File: config.mk
export PLATFORM = sky130hd
export DESIGN_NAME = mfr_front
export DESIGN_NICKNAME = d
export VERILOG_FILES = /design/src/rtl/mfr_pkg.sv /design/src/rtl/mfr_front.sv
export SDC_FILE = /design/constraint.sdc
export NUM_CORES = 1
export LEC_CHECK = 0
export BUFFER_PORTS_ARGS = -buffer_cell sky130_fd_sc_hd__buf_2
export CELL_PAD_IN_SITES_DETAIL_PLACEMENT = 1
export CELL_PAD_IN_SITES_GLOBAL_PLACEMENT = 1
export CORE_ASPECT_RATIO = 0.9
export CORE_MARGIN = 2
export CORE_UTILIZATION = 40
export CTS_CLUSTER_SIZE = 30
export DETAILED_ROUTE_END_ITERATION = 7
export GPL_ROUTABILITY_DRIVEN = 0
export PLACE_DENSITY = 0.87
export SYNTH_ARGS = -nofsm -noshare
export SYNTH_HDL_FRONTEND = slang
export SYNTH_SLANG_ARGS = --single-unit
export TNS_END_PERCENT = 5
File: constraint.sdc
create_clock -name clock -period 20.6 [get_ports clock]
set_clock_uncertainty 0.2 [all_clocks]
set_input_delay 4.12 -clock clock [delete_from_list [all_inputs] [get_ports clock]]
set_output_delay 4.12 -clock clock [all_outputs]
set_load 0.05 [all_outputs]
File: src/rtl/mfr_pkg.sv
`timescale 1ns / 1ps
`default_nettype none
package mfr_pkg;

   localparam int SEEN_DEPTH  = 64;
   localparam int ROUTE_DEPTH = 16;
   localparam int SEEN_IW     = $clog2(SEEN_DEPTH);
   localparam int ROUTE_IW    = $clog2(ROUTE_DEPTH);
   localparam int SCAN_W      = (SEEN_IW > ROUTE_IW) ? SEEN_IW : ROUTE_IW;
   localparam int RCNT_W      = $clog2(ROUTE_DEPTH + 1);
   localparam int MAX_RES     = 3;
   localparam int CSR_AW      = 5;

   localparam logic [31:0] BROADCAST_ID = 32'hFFFF_FFFF;
   localparam logic [31:0] MS_PER_S     = 32'd1000;
   localparam logic [7:0]  OWN_TTL      = 8'd60;
   localparam logic [7:0]  ACK_TTL      = 8'd30;

   localparam logic [1:0] ACT_RX     = 2'd0;
   localparam logic [1:0] ACT_SEND   = 2'd1;
   localparam logic [1:0] ACT_TICK   = 2'd2;
   localparam logic [1:0] ACT_UNUSED = 2'd3;

   localparam logic [2:0] KIND_NONE      = 3'd0;
   localparam logic [2:0] KIND_DELIVER   = 3'd1;
   localparam logic [2:0] KIND_ACK       = 3'd2;
   localparam logic [2:0] KIND_RELAY     = 3'd3;
   localparam logic [2:0] KIND_HEARTBEAT = 3'd4;
   localparam logic [2:0] KIND_LOCAL     = 3'd5;

   localparam logic [3:0] MSG_HEARTBEAT = 4'd0;
   localparam logic [3:0] MSG_INCIDENT  = 4'd1;
   localparam logic [3:0] MSG_ACK       = 4'd2;
   localparam logic [3:0] MSG_NACK      = 4'd3;

   localparam logic [1:0] PRI_LOW  = 2'd0;
   localparam logic [1:0] PRI_HIGH = 2'd2;

   localparam logic [2:0] REG_DEVICE_ID = 3'd0;
   localparam logic [2:0] REG_MAX_HOPS  = 3'd1;
   localparam logic [2:0] REG_HB_INT    = 3'd2;
   localparam logic [2:0] REG_CLEAN_INT = 3'd3;
   localparam logic [2:0] REG_MAX_AGE   = 3'd4;

   localparam logic [31:0] RST_DEVICE_ID = 32'd0;
   localparam logic [7:0]  RST_MAX_HOPS  = 8'd5;
   localparam logic [31:0] RST_HB_INT    = 32'd30000;
   localparam logic [31:0] RST_CLEAN_INT = 32'd60000;
   localparam logic [31:0] RST_MAX_AGE   = 32'd300000;

   typedef struct packed {
      logic [31:0] device_id;
      logic [7:0]  max_hops;
      logic [31:0] hb_int;
      logic [31:0] clean_int;
      logic [31:0] max_age;
   } cfg_type;

   typedef struct packed {
      logic [1:0]  action;
      logic [31:0] now;
      logic [31:0] src;
      logic [31:0] dst;
      logic [31:0] seq;
      logic [3:0]  mtype;
      logic [1:0]  pri;
      logic [7:0]  hops;
      logic [7:0]  ttl;
      logic [31:0] sent;
      logic        for_us;
      logic        unicast;
      logic        relay_ok;
   } item_type;

   typedef struct packed {
      logic [2:0]  kind;
      logic [31:0] src;
      logic [31:0] dst;
      logic [31:0] seq;
      logic [3:0]  mtype;
      logic [1:0]  pri;
      logic [7:0]  hops;
      logic [7:0]  ttl;
      logic [31:0] tstamp;
      logic [31:0] acked;
   } res_type;

   typedef struct packed {
      logic                      valid;
      logic [1:0]                n;
      res_type [MAX_RES-1:0]     list;
      logic [4:0]                count;
   } hand_type;

endpackage
`default_nettype wire

File: src/rtl/mfr_front.sv
`timescale 1ns / 1ps
`default_nettype none
module mfr_front (
   input  wire logic              clock,
   input  wire logic              reset,
   input  wire mfr_pkg::cfg_type  cfg,
   input  wire logic              req_valid,
   output logic                   req_ready,
   input  wire logic [1:0]        req_action,
   input  wire logic [31:0]       req_now_ms,
   input  wire logic [31:0]       req_source_id,
   input  wire logic [31:0]       req_destination_id,
   input  wire logic [31:0]       req_seq_num,
   input  wire logic [3:0]        req_msg_type,
   input  wire logic [1:0]        req_priority_req,
   input  wire logic [7:0]        req_hop_count,
   input  wire logic [7:0]        req_ttl_s,
   input  wire logic [31:0]       req_sent_time_ms,
   output logic                   q_valid,
   output mfr_pkg::item_type      q_item,
   input  wire logic              q_pop
);

   localparam int QDEPTH = 2;
   localparam int QAW    = $clog2(QDEPTH);

   mfr_pkg::item_type             fifo_ff [QDEPTH];
   logic [QAW-1:0]                wp_ff, wp_in, rp_ff, rp_in;
   logic [QAW:0]                  cnt_ff, cnt_in;
   mfr_pkg::item_type             cls;
   logic [31:0]                   age, lim;
   logic                          push;

   always_comb begin
      age = req_now_ms - req_sent_time_ms;
      // whole seconds of age <= ttl  <=>  age < (ttl + 1) seconds
      lim = 32'(req_ttl_s) * mfr_pkg::MS_PER_S + (mfr_pkg::MS_PER_S - 32'd1);
      cls.action   = req_action;
      cls.now      = req_now_ms;
      cls.src      = req_source_id;
      cls.dst      = req_destination_id;
      cls.seq      = req_seq_num;
      cls.mtype    = req_msg_type;
      cls.pri      = req_priority_req;
      cls.hops     = req_hop_count;
      cls.ttl      = req_ttl_s;
      cls.sent     = req_sent_time_ms;
      cls.for_us   = (req_destination_id == cfg.device_id) ||
                     (req_destination_id == mfr_pkg::BROADCAST_ID);
      cls.unicast  = req_destination_id != mfr_pkg::BROADCAST_ID;
      cls.relay_ok = cls.for_us && (req_hop_count < cfg.max_hops) && (age <= lim) &&
                     (req_msg_type != mfr_pkg::MSG_ACK) &&
                     (req_msg_type != mfr_pkg::MSG_NACK);
   end

   assign req_ready = cnt_ff != (QAW+1)'(QDEPTH);
   assign q_valid   = cnt_ff != '0;
   assign q_item    = fifo_ff[rp_ff];
   assign push      = req_valid && req_ready;

   always_comb begin
      wp_in  = wp_ff;
      rp_in  = rp_ff;
      cnt_in = cnt_ff;
      if (push) begin
         wp_in = (wp_ff == QAW'(QDEPTH - 1)) ? '0 : wp_ff + QAW'(1);
      end
      if (q_pop) begin
         rp_in = (rp_ff == QAW'(QDEPTH - 1)) ? '0 : rp_ff + QAW'(1);
      end
      if (push && !q_pop) begin
         cnt_in = cnt_ff + (QAW+1)'(1);
      end else if (!push && q_pop) begin
         cnt_in = cnt_ff - (QAW+1)'(1);
      end
   end

   always_ff @(posedge clock) begin
      if (reset) begin
         wp_ff  <= '0;
         rp_ff  <= '0;
         cnt_ff <= '0;
      end else begin
         wp_ff  <= wp_in;
         rp_ff  <= rp_in;
         cnt_ff <= cnt_in;
      end
   end

   always_ff @(posedge clock) begin
      if (push) begin
         fifo_ff[wp_ff] <= cls;
      end
   end

endmodule
`default_nettype wire

==> impl_metrics.csv <==
group,metric,value,unit
global_routing,maximum_number_of_pins_on_one_net_before_global_route_repair,79,
logic_synthesis,synth-seq-area-share,0.629,
global_routing,grt_ovf,0,
clocking,tritoncts,"yes",
logic_synthesis,post_synthesis_sequential_element_count,379,
pwr,vdd_ir_drop_max,75.3,uV
worst_hold_path,timing.hold.worst_endpoint,"rp_ff",
worst_setup_path,top_fanout_value_on_the_critical_path,8,
logic_synthesis,async_reset_ff_frac,0,
worst_hold_path,worst_hold_path.num_cells,2,
floorplanning,die_width,228,um
timing,final_critical_path_setup_slack,9.61,ns
logic_synthesis,mean_post_synth_cell_area,15.3,sq um
floorplanning,core_area,0.0443,sq mm
worst_setup_path,worst-endpoint-arrival,11.14,ns
timing,worst_hold_slack,0.326,ns
logic_synthesis,synth_edf_count,374,
timing,post-route-period-util,0.533,
clocking,clockBufferDepth,3,
logic_synthesis,yosys_warnings,0,
worst_setup_path,critical_path.startpoint_type,"input port",
placed_design,placement_stage_worst_setup_slack,9.06,ns
clocking,clock_root_buffer_master,"sky130_fd_sc_hd__clkbuf_16",
clocking,postCtsSetupBuffers,0,
timing,max_slew_margin,0.251,
drt,post_detailed_route_drc_marker_count,0,
drt,number_of_vias_per_cell_after_detailed_routing,5.23,
placed_design,placement.io_buffers,416,
pwr,report.power.total,2.62,mW
layout,layout_cells_sized_above_1,0.414,
clocking,worstSkewPairLatency,0.56,ns
floorplanning,dieArea,0.0467,sq mm
logic_synthesis,synthesis.instances,1176,
logic_synthesis,synth_top_cells_by_area,"sky130_fd_sc_hd__edfxtp_1, sky130_fd_sc_hd__mux2_2, sky130_fd_sc_hd__ha_1",
floorplanning,die_height,205,um
worst_setup_path,ff2ff_setup_slack,17.49,ns
layout,stdcell_area,0.0222,sq mm
drt,drt-pass1-iter-count,4,
drt,wl_per_cell,23.8,um
worst_hold_path,hold_wc_path_type,"reg -> reg",
global_routing,antenna_found_initial,18,
layout,final_util,0.501,
clocking,numCtsBuffers,41,
timing,setup-violations-final,0,
outcome,outcome,"completed",
flow_run,maxCapViolations,0,
logic_synthesis,postSynth.topFlopCell,"sky130_fd_sc_hd__edfxtp_1",
timing,maxClockFrequency,91.0,MHz
global_routing,grt_usage,0.220,
placed_design,dp_hpwl,39.1,mm
timing,grt_setup_unrepaired,"no",
layout,finalNetCount,2056,
timing,hold_viol,0,
logic_synthesis,synth.distinct_cells,63,
worst_hold_path,hold_path_origin,"rp_ff",
global_routing,grt_pass1_wl,76.2,mm
worst_setup_path,critPathKind,"in -> reg",
placed_design,placedInstanceArea,0.0208,sq mm
floorplanning,ioPinCount,513,
timing,post-route-min-period,10.99,ns
floorplanning,initial_utilization,0.407,
placed_design,dpl.cell_count,2173,
drt,initialDrtViolationCount,596,
pwr,leak_pwr,8.81,nW
layout,area_growth_syn_to_layout,23.2,%
clocking,post_cts_resize_count,0,
clocking,clk_transition_reported_paths,0.06,ns
worst_setup_path,r2r-start,"cnt_ff[0]",
drt,num_vias,11800,
clocking,maximum_level_of_the_cts_h_tree,2,
clocking,postCtsHoldBufs,0,
timing,maxSlewViolCount,0,
drt,drt-total-wl,53.6,mm
clocking,clock-sinks,379,
drt,detail-route-antenna-nets,0,
logic_synthesis,top_area_cell_type_share_of_the_netlist_area,0.623,
pwr,power.density_cell_area,118,mW/mm^2
worst_setup_path,timing.reg2reg.worst_path_depth,3,
logic_synthesis,synthDominantAreaCellType,"sky130_fd_sc_hd__edfxtp_1",
layout,post_layout_nonfiller_instances,2258,
timing,worst-slew-pin-transition,1.12,ns
timing,totalNegativeSetupSlack,0,ns
worst_setup_path,reg2reg_end,"fifo_ff[1][75]",
logic_synthesis,post_synth_instance_area,0.0180,sq mm
global_routing,grt_pass1_vias,12800,
worst_setup_path,worst-endpoint-required,20.75,ns
worst_setup_path,cp-end-kind,"flip-flop",
logic_synthesis,synth_nets,1616,
floorplanning,core.rowCount,73,
## power by group
part           leakage [nW]  total [mW]  switching (mW)  internal [mW]
registers              3.53       0.981          0.0284          0.953
logic                  4.63       0.895           0.603          0.292
clock network         0.648       0.744           0.306          0.438
## synthesized netlist by cell type, types with 3 or more instances
master and instances:
sky130_fd_sc_hd__a221oi_1 3, sky130_fd_sc_hd__fa_1 22, sky130_fd_sc_hd__nand3_1 17, sky130_fd_sc_hd__or3_1 3, sky130_fd_sc_hd__ha_1 94, sky130_fd_sc_hd__nand2_1 30
sky130_fd_sc_hd__nand4_1 23, sky130_fd_sc_hd__a21o_1 15, sky130_fd_sc_hd__nor3b_1 3, sky130_fd_sc_hd__nand2b_1 5, sky130_fd_sc_hd__mux2i_1 4, sky130_fd_sc_hd__o21a_1 4
sky130_fd_sc_hd__xor2_1 54, sky130_fd_sc_hd__xnor2_1 25, sky130_fd_sc_hd__o21bai_1 7, sky130_fd_sc_hd__mux2_2 188, sky130_fd_sc_hd__nor3_1 6, sky130_fd_sc_hd__a2111oi_0 3
sky130_fd_sc_hd__edfxtp_1 374, sky130_fd_sc_hd__a21oi_1 47, sky130_fd_sc_hd__clkbuf_1 22, sky130_fd_sc_hd__nor2b_1 7, sky130_fd_sc_hd__o2111ai_1 4, sky130_fd_sc_hd__nor4_1 12
sky130_fd_sc_hd__dfxtp_1 5, sky130_fd_sc_hd__a31oi_1 3, sky130_fd_sc_hd__nor2_1 31, sky130_fd_sc_hd__o21ai_0 26, sky130_fd_sc_hd__inv_1 92, sky130_fd_sc_hd__buf_2 4
## critical path, stage by stage
cell and delay (ns):
sky130_fd_sc_hd__buf_2 0.17, sky130_fd_sc_hd__fa_1 0.61, sky130_fd_sc_hd__xor2_1 0.17, sky130_fd_sc_hd__ha_1 0.27, sky130_fd_sc_hd__fa_1 0.52, sky130_fd_sc_hd__inv_1 0.05, sky130_fd_sc_hd__fa_1 0.49, sky130_fd_sc_hd__inv_1 0.04
sky130_fd_sc_hd__ha_1 0.33, sky130_fd_sc_hd__o21a_1 0.13, sky130_fd_sc_hd__o21ai_0 0.31, sky130_fd_sc_hd__nand2_1 0.09, sky130_fd_sc_hd__o311ai_0 0.74, sky130_fd_sc_hd__nand4_1 0.21, sky130_fd_sc_hd__nor2_1 0.21, sky130_fd_sc_hd__nand3_1 0.11
sky130_fd_sc_hd__xor2_1 0.17, sky130_fd_sc_hd__ha_1 0.32, sky130_fd_sc_hd__and3_1 0.22, sky130_fd_sc_hd__a221oi_1 0.35, sky130_fd_sc_hd__o22ai_1 0.15, sky130_fd_sc_hd__a2111oi_0 0.49, sky130_fd_sc_hd__nand4_1 0.18, sky130_fd_sc_hd__a2111o_1 0.40
sky130_fd_sc_hd__nor4_2 0.27
## state kept, by name, summed over array words and instances, names as in the netlist, named ones only
name / count
fifo_ff: 374
cnt_ff: 2
rp_ff: 1
wp_ff: 1
## worst max-delay path by stage
stage | start | cells past startpoint | endpoint | slack, ns
finish | req_ttl_s[0] | 25 | fifo_ff[1][0] | 9.61
CTS | req_ttl_s[0] | 25 | fifo_ff[1][0] | 9.65
detailed placement | req_ttl_s[0] | 25 | fifo_ff[0][0] | 9.06
floorplan | req_valid | 2 | fifo_ff[0][0] | 7.68
global placement | req_ttl_s[0] | 25 | fifo_ff[0][0] | 9.36
global route | req_ttl_s[0] | 25 | fifo_ff[1][0] | 9.02
## layer usage
metal	vias to the layer above	track usage	part of all wire
li1	5343	-	-
met1	5907	0.224	0.34
met2	427	0.407	0.54
met3	134	0.0565	0.072
met4	4	0.121	0.046
met5	-	0	0.00047
## final cells by class
class	instances	area, sq um
sequential	379	11300
fill	4531	22100
timing repair buffer	424	2140
clock buffer	50	1080
antenna	14	35.0
tap	600	751
clock inverter	21	256
multi-input combinational	678	6240
inverter	92	345
## kinds of logic (layout without fill, tap and decap cells)
family | count (synthesis) | count (layout) | synth area share
fa+ha+maj | 116 | 116 | 0.0897
compound gates | 141 | 141 | 0.0547
simple gates | 150 | 150 | 0.0433
flops | 379 | 379 | 0.629
other cells | 0 | 14 | 0
xor+xnor | 79 | 79 | 0.0384
buf+inv | 119 | 587 | 0.0251
mux | 192 | 192 | 0.120
## cell usage in the layout, fill, tap and decap left out, drive strengths merged, types with 5 or more instances in the layout
master	instances
edfxtp	374
xor2	54
buf	424
a21o	15
dfxtp	5
bufinv	5
a21oi	47
nor2b	7
diode	14
nand2b	5
mux2	188
clkbuf	50
nand3	17
ha	94
nor4	13
nor2	31
xnor2	25
clkinv	12
nand2	30
nand4	23
nor3	6
o21bai	7
inv	95
o21ai	26
fa	22
(Power assumes the default switching activity.)
