### src/rtl/mfr_pkg.sv
`timescale 1ns / 1ps
`default_nettype none
package mfr_pkg;

   localparam int SEEN_DEPTH  = 64;
   localparam int ROUTE_DEPTH = 16;
   localparam int SEEN_IW     = $clog2(SEEN_DEPTH);
   localparam int ROUTE_IW    = $clog2(ROUTE_DEPTH);
   localparam int SCAN_W      = (SEEN_IW > ROUTE_IW) ? SEEN_IW : ROUTE_IW;
   localparam int RCNT_W      = $clog2(ROUTE_DEPTH + 1);
   localparam int MAX_RES     = 3;
   localparam int CSR_AW      = 5;

   localparam logic [31:0] BROADCAST_ID = 32'hFFFF_FFFF;
   localparam logic [31:0] MS_PER_S     = 32'd1000;
   localparam logic [7:0]  OWN_TTL      = 8'd60;
   localparam logic [7:0]  ACK_TTL      = 8'd30;

   localparam logic [1:0] ACT_RX     = 2'd0;
   localparam logic [1:0] ACT_SEND   = 2'd1;
   localparam logic [1:0] ACT_TICK   = 2'd2;
   localparam logic [1:0] ACT_UNUSED = 2'd3;

   localparam logic [2:0] KIND_NONE      = 3'd0;
   localparam logic [2:0] KIND_DELIVER   = 3'd1;
   localparam logic [2:0] KIND_ACK       = 3'd2;
   localparam logic [2:0] KIND_RELAY     = 3'd3;
   localparam logic [2:0] KIND_HEARTBEAT = 3'd4;
   localparam logic [2:0] KIND_LOCAL     = 3'd5;

   localparam logic [3:0] MSG_HEARTBEAT = 4'd0;
   localparam logic [3:0] MSG_INCIDENT  = 4'd1;
   localparam logic [3:0] MSG_ACK       = 4'd2;
   localparam logic [3:0] MSG_NACK      = 4'd3;

   localparam logic [1:0] PRI_LOW  = 2'd0;
   localparam logic [1:0] PRI_HIGH = 2'd2;

   localparam logic [2:0] REG_DEVICE_ID = 3'd0;
   localparam logic [2:0] REG_MAX_HOPS  = 3'd1;
   localparam logic [2:0] REG_HB_INT    = 3'd2;
   localparam logic [2:0] REG_CLEAN_INT = 3'd3;
   localparam logic [2:0] REG_MAX_AGE   = 3'd4;

   localparam logic [31:0] RST_DEVICE_ID = 32'd0;
   localparam logic [7:0]  RST_MAX_HOPS  = 8'd5;
   localparam logic [31:0] RST_HB_INT    = 32'd30000;
   localparam logic [31:0] RST_CLEAN_INT = 32'd60000;
   localparam logic [31:0] RST_MAX_AGE   = 32'd300000;

   typedef struct packed {
      logic [31:0] device_id;
      logic [7:0]  max_hops;
      logic [31:0] hb_int;
      logic [31:0] clean_int;
      logic [31:0] max_age;
   } cfg_type;

   typedef struct packed {
      logic [1:0]  action;
      logic [31:0] now;
      logic [31:0] src;
      logic [31:0] dst;
      logic [31:0] seq;
      logic [3:0]  mtype;
      logic [1:0]  pri;
      logic [7:0]  hops;
      logic [7:0]  ttl;
      logic [31:0] sent;
      logic        for_us;
      logic        unicast;
      logic        relay_ok;
   } item_type;

   typedef struct packed {
      logic [2:0]  kind;
      logic [31:0] src;
      logic [31:0] dst;
      logic [31:0] seq;
      logic [3:0]  mtype;
      logic [1:0]  pri;
      logic [7:0]  hops;
      logic [7:0]  ttl;
      logic [31:0] tstamp;
      logic [31:0] acked;
   } res_type;

   typedef struct packed {
      logic                      valid;
      logic [1:0]                n;
      res_type [MAX_RES-1:0]     list;
      logic [4:0]                count;
   } hand_type;

endpackage
`default_nettype wire

### src/rtl/mfr_emit.sv
`timescale 1ns / 1ps
`default_nettype none
module mfr_emit (
   input  wire logic              clock,
   input  wire logic              reset,
   input  wire mfr_pkg::hand_type hand,
   output logic                   emit_free,
   output logic                   rsp_valid,
   input  wire logic              rsp_ready,
   output logic [2:0]             rsp_kind,
   output logic [31:0]            rsp_out_source,
   output logic [31:0]            rsp_out_destination,
   output logic [31:0]            rsp_out_seq,
   output logic [3:0]             rsp_out_type,
   output logic [1:0]             rsp_out_priority,
   output logic [7:0]             rsp_out_hops,
   output logic [7:0]             rsp_out_ttl,
   output logic [31:0]            rsp_out_time,
   output logic [31:0]            rsp_acked_seq,
   output logic [4:0]             rsp_route_count,
   output logic                   rsp_last
);

   logic                                    busy_ff, busy_in;
   logic [1:0]                              idx_ff, idx_in;
   logic [1:0]                              n_ff;
   logic [4:0]                              cnt_ff;
   mfr_pkg::res_type [mfr_pkg::MAX_RES-1:0] list_ff;
   mfr_pkg::res_type                        cur;
   logic                                    load;

   assign emit_free = !busy_ff;
   assign load      = hand.valid && !busy_ff;
   assign cur       = list_ff[idx_ff];
   assign rsp_last  = idx_ff == (n_ff - 2'd1);

   always_comb begin
      busy_in = busy_ff;
      idx_in  = idx_ff;
      if (load) begin
         busy_in = 1'b1;
         idx_in  = '0;
      end else if (rsp_valid && rsp_ready) begin
         if (rsp_last) begin
            busy_in = 1'b0;
         end else begin
            idx_in = idx_ff + 2'd1;
         end
      end
   end

   always_ff @(posedge clock) begin
      if (reset) begin
         busy_ff <= 1'b0;
         idx_ff  <= '0;
      end else begin
         busy_ff <= busy_in;
         idx_ff  <= idx_in;
      end
   end

   always_ff @(posedge clock) begin
      if (load) begin
         list_ff <= hand.list;
         n_ff    <= hand.n;
         cnt_ff  <= hand.count;
      end
   end

   assign rsp_valid           = busy_ff;
   assign rsp_kind            = cur.kind;
   assign rsp_out_source      = cur.src;
   assign rsp_out_destination = cur.dst;
   assign rsp_out_seq         = cur.seq;
   assign rsp_out_type        = cur.mtype;
   assign rsp_out_priority    = cur.pri;
   assign rsp_out_hops        = cur.hops;
   assign rsp_out_ttl         = cur.ttl;
   assign rsp_out_time        = cur.tstamp;
   assign rsp_acked_seq       = cur.acked;
   assign rsp_route_count     = cnt_ff;

endmodule
`default_nettype wire

### config.mk
export PLATFORM = sky130hd
export DESIGN_NAME = mfr_emit
export DESIGN_NICKNAME = d
export VERILOG_FILES = /design/src/rtl/mfr_pkg.sv /design/src/rtl/mfr_emit.sv
export SDC_FILE = /design/constraint.sdc
export NUM_CORES = 1
export LEC_CHECK = 0
export BUFFER_PORTS_ARGS = -buffer_cell sky130_fd_sc_hd__buf_4
export CORE_AREA = 2 2 296 298
export CTS_CLUSTER_DIAMETER = 40
export DETAILED_ROUTE_END_ITERATION = 7
export DIE_AREA = 0 0 298 300
export PLACE_DENSITY = 0.54
export SLEW_MARGIN = 30
export SYNTH_ARGS = -nofsm -noshare
export SYNTH_HDL_FRONTEND = slang
export SYNTH_SLANG_ARGS = --single-unit
### constraint.sdc
create_clock -name clock -period 73.8 [get_ports clock]
set_clock_uncertainty 0.05 [all_clocks]
set_input_delay 14.76 -clock clock [delete_from_list [all_inputs] [get_ports clock]]
set_output_delay 14.76 -clock clock [all_outputs]
set_load 0.05 [all_outputs]
==> results <==
- From synthesis to final layout, the design area changed by 47.6%.
- Summing all non-filler instances in the final layout gives an area of between 30000 and 40000 um^2.
- The portion of the post-synthesis area used by sequential elements is 80.8%.
- The number of DRC violations after detailed routing is 0.
- Global routing used 13.1% of the available tracks.
- Cell internal power was estimated by the tool at ~0.00068 W.
- The peak fanout along the critical path is 46.
- Dividing total power by cell area gives a power density of between 20 and 30 nW/um^2.
- The die is 300 um tall.
- The layout has 8381 filler cells.
- The hold violation total from the final report is 0.
- The number of distinct library cells after synthesis is 23.
- The number of clock buffers inserted by TritonCTS is 93.
- The portion of the clock cycle consumed by the worst path in the final layout is 25.1%.
- The multi-input combinational cells in the finished layout cover a total of around 3600 um^2.
- The netlist area before placement is 21000 um^2.
- The ratio of cells with drive above 1 in the final layout is 44.2%.
- Setup repair after global routing left no endpoint under its margin.
- The core box area is 86200 um^2.
- The slew of the pin with the lowest slew margin is roughly 1 ns.
- The violation count after the first detailed-route iteration is 670.
- In this run the power spent charging and discharging nets is 0.000212 W.
- In the final routed layout, each cell accounts on average for around 19 um.
- After clock tree synthesis, the clock-pin slew on the worst setup and hold paths is around 0.05 ns.
- The startpoint of the lowest-slack register-to-register path is rsp_valid.
- Summing all placed instances gives a cell area of around 28000 um^2.
- The pin count of the biggest net entering global routing is 189.
- The via count of the first global-routing pass is 14.0k.
- Registers take between 15000 and 20000 um^2.
- The worst register-to-register path ends at rsp_route_count[0].
- The via-per-instance ratio is 4.10.
- The proportion of netlist area held by the largest area contributor is between 80% and 90%.
- Synthesis inferred 565 register bits.
- The number of max-cap violations is 0.
- STA classifies the critical path startpoint as a flop.
- TritonCTS built the clock tree.
- The total congestion overflow is 0.
- The number of H-tree branching levels is 3.
- The number of setup buffers added after CTS is 0.
- Once detail routing completed, the nets flagged for antenna violations numbered 0.
- The maximum clock insertion buffer count is 3.
- The initial antenna violation count is 4.
- The cell count of the worst reg-to-reg path is 5.
- In this run the count of I/O pins placed on the die edge is 759.
- Adding up every negative setup slack in the final design gives 0 ns.
- The fraction of power consumed by the clock network is 46.4%.
- By area the synthesized netlist is led by sky130_fd_sc_hd__edfxtp_1 (81%), sky130_fd_sc_hd__mux2i_1 (8.9%), sky130_fd_sc_hd__o21ai_0 (4.4%).
- The number of warnings reported in the yosys synthesis log is 0.
- The synthesized design spends more area on one cell type than any other, namely sky130_fd_sc_hd__edfxtp_1.
- Clock latency on the worst-skew pair, taken at its later pin, is 0.63 ns.
- The synthesized netlist net count is 1770.
- The half-perimeter wire length after placement is between 40000 and 50000 um.
- The number of clock sinks is 565.
- The number of max-slew violations in the final report is 0.
- The critical setup path kind is flop to output pin.
- Setup violations remaining at the end of the flow were counted as 0.
- The clock tree root driver cell is sky130_fd_sc_hd__clkbuf_16.
- The maximum clock frequency is 0.0539 GHz.
- The first global-routing pass estimated slightly below 90000 um of wire.
- Across all layers, the routed design uses 13.3k vias.
- The hold-fix buffer count after cts is 0.
- During placement, the flow inserted port buffers numbering 758.
- In this run, the combinational gates consume a little over a tenth of the power.
- The initial core utilization is about a quarter.
- The first detailed-routing pass ran for 5 iterations.
- The number of gates resized after CTS is 0.
- The final critical delay including setup and external delays is 18.54 ns.
- The analysis attributes to cell leakage a power of 11.4 nW.
- The source of the critical timing path is idx_ff[0].
- At the worst endpoint, the required time is about 59 ns.
- Net switching is 23.8% of the power.
- After technology mapping, the gate count stands at 1204.
- STA puts the critical path data arrival time at 3.73 ns.
- The headroom to the max-slew limit is 33.4%.
- From left edge to right edge, the die measures roughly 300 um.
- The capture point of the worst path is rsp_out_time[18].
- STA classifies the critical path endpoint as an output pin.
- Registers are responsible for 42.9% of the overall power.
- The synthesized area divided by synthesized cell count is roughly 17 um^2.
- After detailed routing, the total wire length is 60900 um.
- The flow ran to the end, and the final reports show no timing, DRC or antenna violations.
- The peak ir drop on the vdd network is 0.0233 mV.
- The die covers a little under 90000 um^2.
- The global placement routability congestion is 0.887.
- For this run, the post-layout net count is 2578.
- The floorplan has 108 rows.
- The worst register-to-register path has a setup slack of 69.30 ns.
- The type of the most critical hold path is flop to flop.
## worst min-delay path by stage
stage / depth (start not counted) / from / slack, ns / to
global route: 2 / n_ff[1] / 0.79 / idx_ff[1]
finish: 3 / n_ff[0] / 0.77 / idx_ff[1]
floorplan: 3 / idx_ff[0] / 0.59 / idx_ff[0]
detailed placement: 3 / n_ff[0] / 0.75 / idx_ff[1]
global placement: 3 / n_ff[0] / 0.72 / idx_ff[1]
CTS: 2 / n_ff[0] / 0.76 / idx_ff[1]
## metrics by stage
| step | util, % | power (W) | setup slack [ns] | hold WS (ns) | std cells |
|---|---|---|---|---|---|
| final | 35.9 | 0.000890 | 55.26 | 0.770 | 3243 |
| after global routing | 35.9 | 0.000921 | 55.03 | 0.792 | 3243 |
| after CTS | 35.8 | 0.000903 | 55.13 | 0.755 | 3240 |
| after detailed placement | 32.3 | 0.000484 | 54.44 | 0.747 | 3070 |
| after global placement | 32.3 | 0.000482 | 54.63 | 0.720 | 3070 |
| after floorplan | - | 0.000455 | 33.32 | 0.595 | 1204 |
## layer usage
metal | share of wire, % | global-route usage, % | up-vias | wire [um]
li1 | - | - | 6229 | -
met1 | 35 | 13.8 | 6373 | 21600
met2 | 52 | 23.1 | 585 | 31700
met3 | 9.2 | 5.33 | 122 | 5620
met4 | 3.4 | 5.65 | 0 | 2080
met5 | 0 | 0 | - | 0
## worst max-delay path, stage by stage, from the launching register on
cell,delay [ns]
sky130_fd_sc_hd__dfxtp_4,0.56
sky130_fd_sc_hd__buf_4,0.65
sky130_fd_sc_hd__buf_4,0.77
sky130_fd_sc_hd__mux2i_1,0.56
sky130_fd_sc_hd__o21ai_0,0.18
sky130_fd_sc_hd__buf_4,0.22
## power by group through the flow
stage	registers [W]	clock network (W)	logic, W
4_1_cts	0.000382	0.000424	0.0000962
3_3_place_gp	0.000388	0	0.0000948
3_5_place_dp	0.000388	0	0.0000960
2_1_floorplan	0.000404	0	0.0000506
5_1_grt	0.000383	0.000437	0.000101
6_report	0.000382	0.000413	0.0000953
## Yosys cell counts
| master | instances |
|---|---|
| sky130_fd_sc_hd__edfxtp_1 | 562 |
| sky130_fd_sc_hd__mux2i_1 | 186 |
| sky130_fd_sc_hd__nand2_1 | 186 |
| sky130_fd_sc_hd__o21ai_0 | 186 |
| sky130_fd_sc_hd__buf_2 | 23 |
| sky130_fd_sc_hd__clkbuf_1 | 19 |
| sky130_fd_sc_hd__buf_6 | 12 |
| sky130_fd_sc_hd__buf_4 | 8 |
| sky130_fd_sc_hd__dfxtp_1 | 3 |
| sky130_fd_sc_hd__nor2_1 | 3 |
| sky130_fd_sc_hd__inv_1 | 2 |
| sky130_fd_sc_hd__nand2b_1 | 2 |
| sky130_fd_sc_hd__nor2b_1 | 2 |
| sky130_fd_sc_hd__a21boi_0 | 1 |
| sky130_fd_sc_hd__a21oi_1 | 1 |
| sky130_fd_sc_hd__a311oi_1 | 1 |
| sky130_fd_sc_hd__buf_12 | 1 |
| sky130_fd_sc_hd__mux2_2 | 1 |
| sky130_fd_sc_hd__nand3_1 | 1 |
| sky130_fd_sc_hd__nand3b_1 | 1 |
| sky130_fd_sc_hd__o21a_1 | 1 |
| sky130_fd_sc_hd__o221a_2 | 1 |
| sky130_fd_sc_hd__xor2_4 | 1 |
## layout make-up
cell class / count / area share, %
Antenna cell: 1 / 0.00809
Clock buffer: 113 / 7.97
Clock inverter: 57 / 1.74
Inverter: 2 / 0.0243
Multi-Input combinational cell: 574 / 11.7
Sequential cell: 565 / 54.8
Tap cell: 1155 / 4.67
Timing Repair Buffer: 776 / 19.1
## state kept, by name, summed over array words and instances, names as in the netlist
register         cells
idx_ff               2
list_ff            555
n_ff                 2
rsp_route_count      5
rsp_valid            1
## logic make-up after synthesis
| family | count (synthesis) | synth area share, % |
|---|---|---|
| xor+xnor | 1 | 0.131 |
| flops | 565 | 80.8 |
| compound gates | 191 | 4.63 |
| simple gates | 195 | 3.56 |
| buf+inv | 65 | 1.95 |
| mux | 187 | 8.93 |
## placed cells by master (no fill, tap or decap)
| cell type | instances |
|---|---|
| sky130_fd_sc_hd__a21boi_0 | 1 |
| sky130_fd_sc_hd__o21ai_0 | 186 |
| sky130_fd_sc_hd__buf_16 | 2 |
| sky130_fd_sc_hd__buf_4 | 769 |
| sky130_fd_sc_hd__o221a_2 | 1 |
| sky130_fd_sc_hd__a21oi_1 | 1 |
| sky130_fd_sc_hd__nor2b_4 | 2 |
| sky130_fd_sc_hd__clkbuf_16 | 96 |
| sky130_fd_sc_hd__a311oi_1 | 1 |
| sky130_fd_sc_hd__nand3_1 | 1 |
| sky130_fd_sc_hd__nand3b_1 | 1 |
| sky130_fd_sc_hd__clkinv_4 | 5 |
| sky130_fd_sc_hd__clkinv_2 | 16 |
| sky130_fd_sc_hd__buf_6 | 3 |
| sky130_fd_sc_hd__clkinvlp_4 | 10 |
| sky130_fd_sc_hd__buf_12 | 2 |
| sky130_fd_sc_hd__inv_1 | 2 |
| sky130_fd_sc_hd__mux2_2 | 1 |
| sky130_fd_sc_hd__clkinv_1 | 13 |
| sky130_fd_sc_hd__inv_6 | 4 |
| sky130_fd_sc_hd__mux2i_1 | 186 |
| sky130_fd_sc_hd__nor2_1 | 3 |
| sky130_fd_sc_hd__dfxtp_4 | 2 |
| sky130_fd_sc_hd__edfxtp_1 | 562 |
| sky130_fd_sc_hd__clkinv_8 | 1 |
| sky130_fd_sc_hd__nand2b_1 | 2 |
| sky130_fd_sc_hd__dfxtp_1 | 1 |
| sky130_fd_sc_hd__diode_2 | 1 |
| sky130_fd_sc_hd__bufinv_16 | 8 |
| sky130_fd_sc_hd__xor2_4 | 1 |
| sky130_fd_sc_hd__o21a_1 | 1 |
| sky130_fd_sc_hd__clkbuf_1 | 17 |
| sky130_fd_sc_hd__nand2_1 | 186 |
Note: power is estimated with default switching activity, not from simulation.
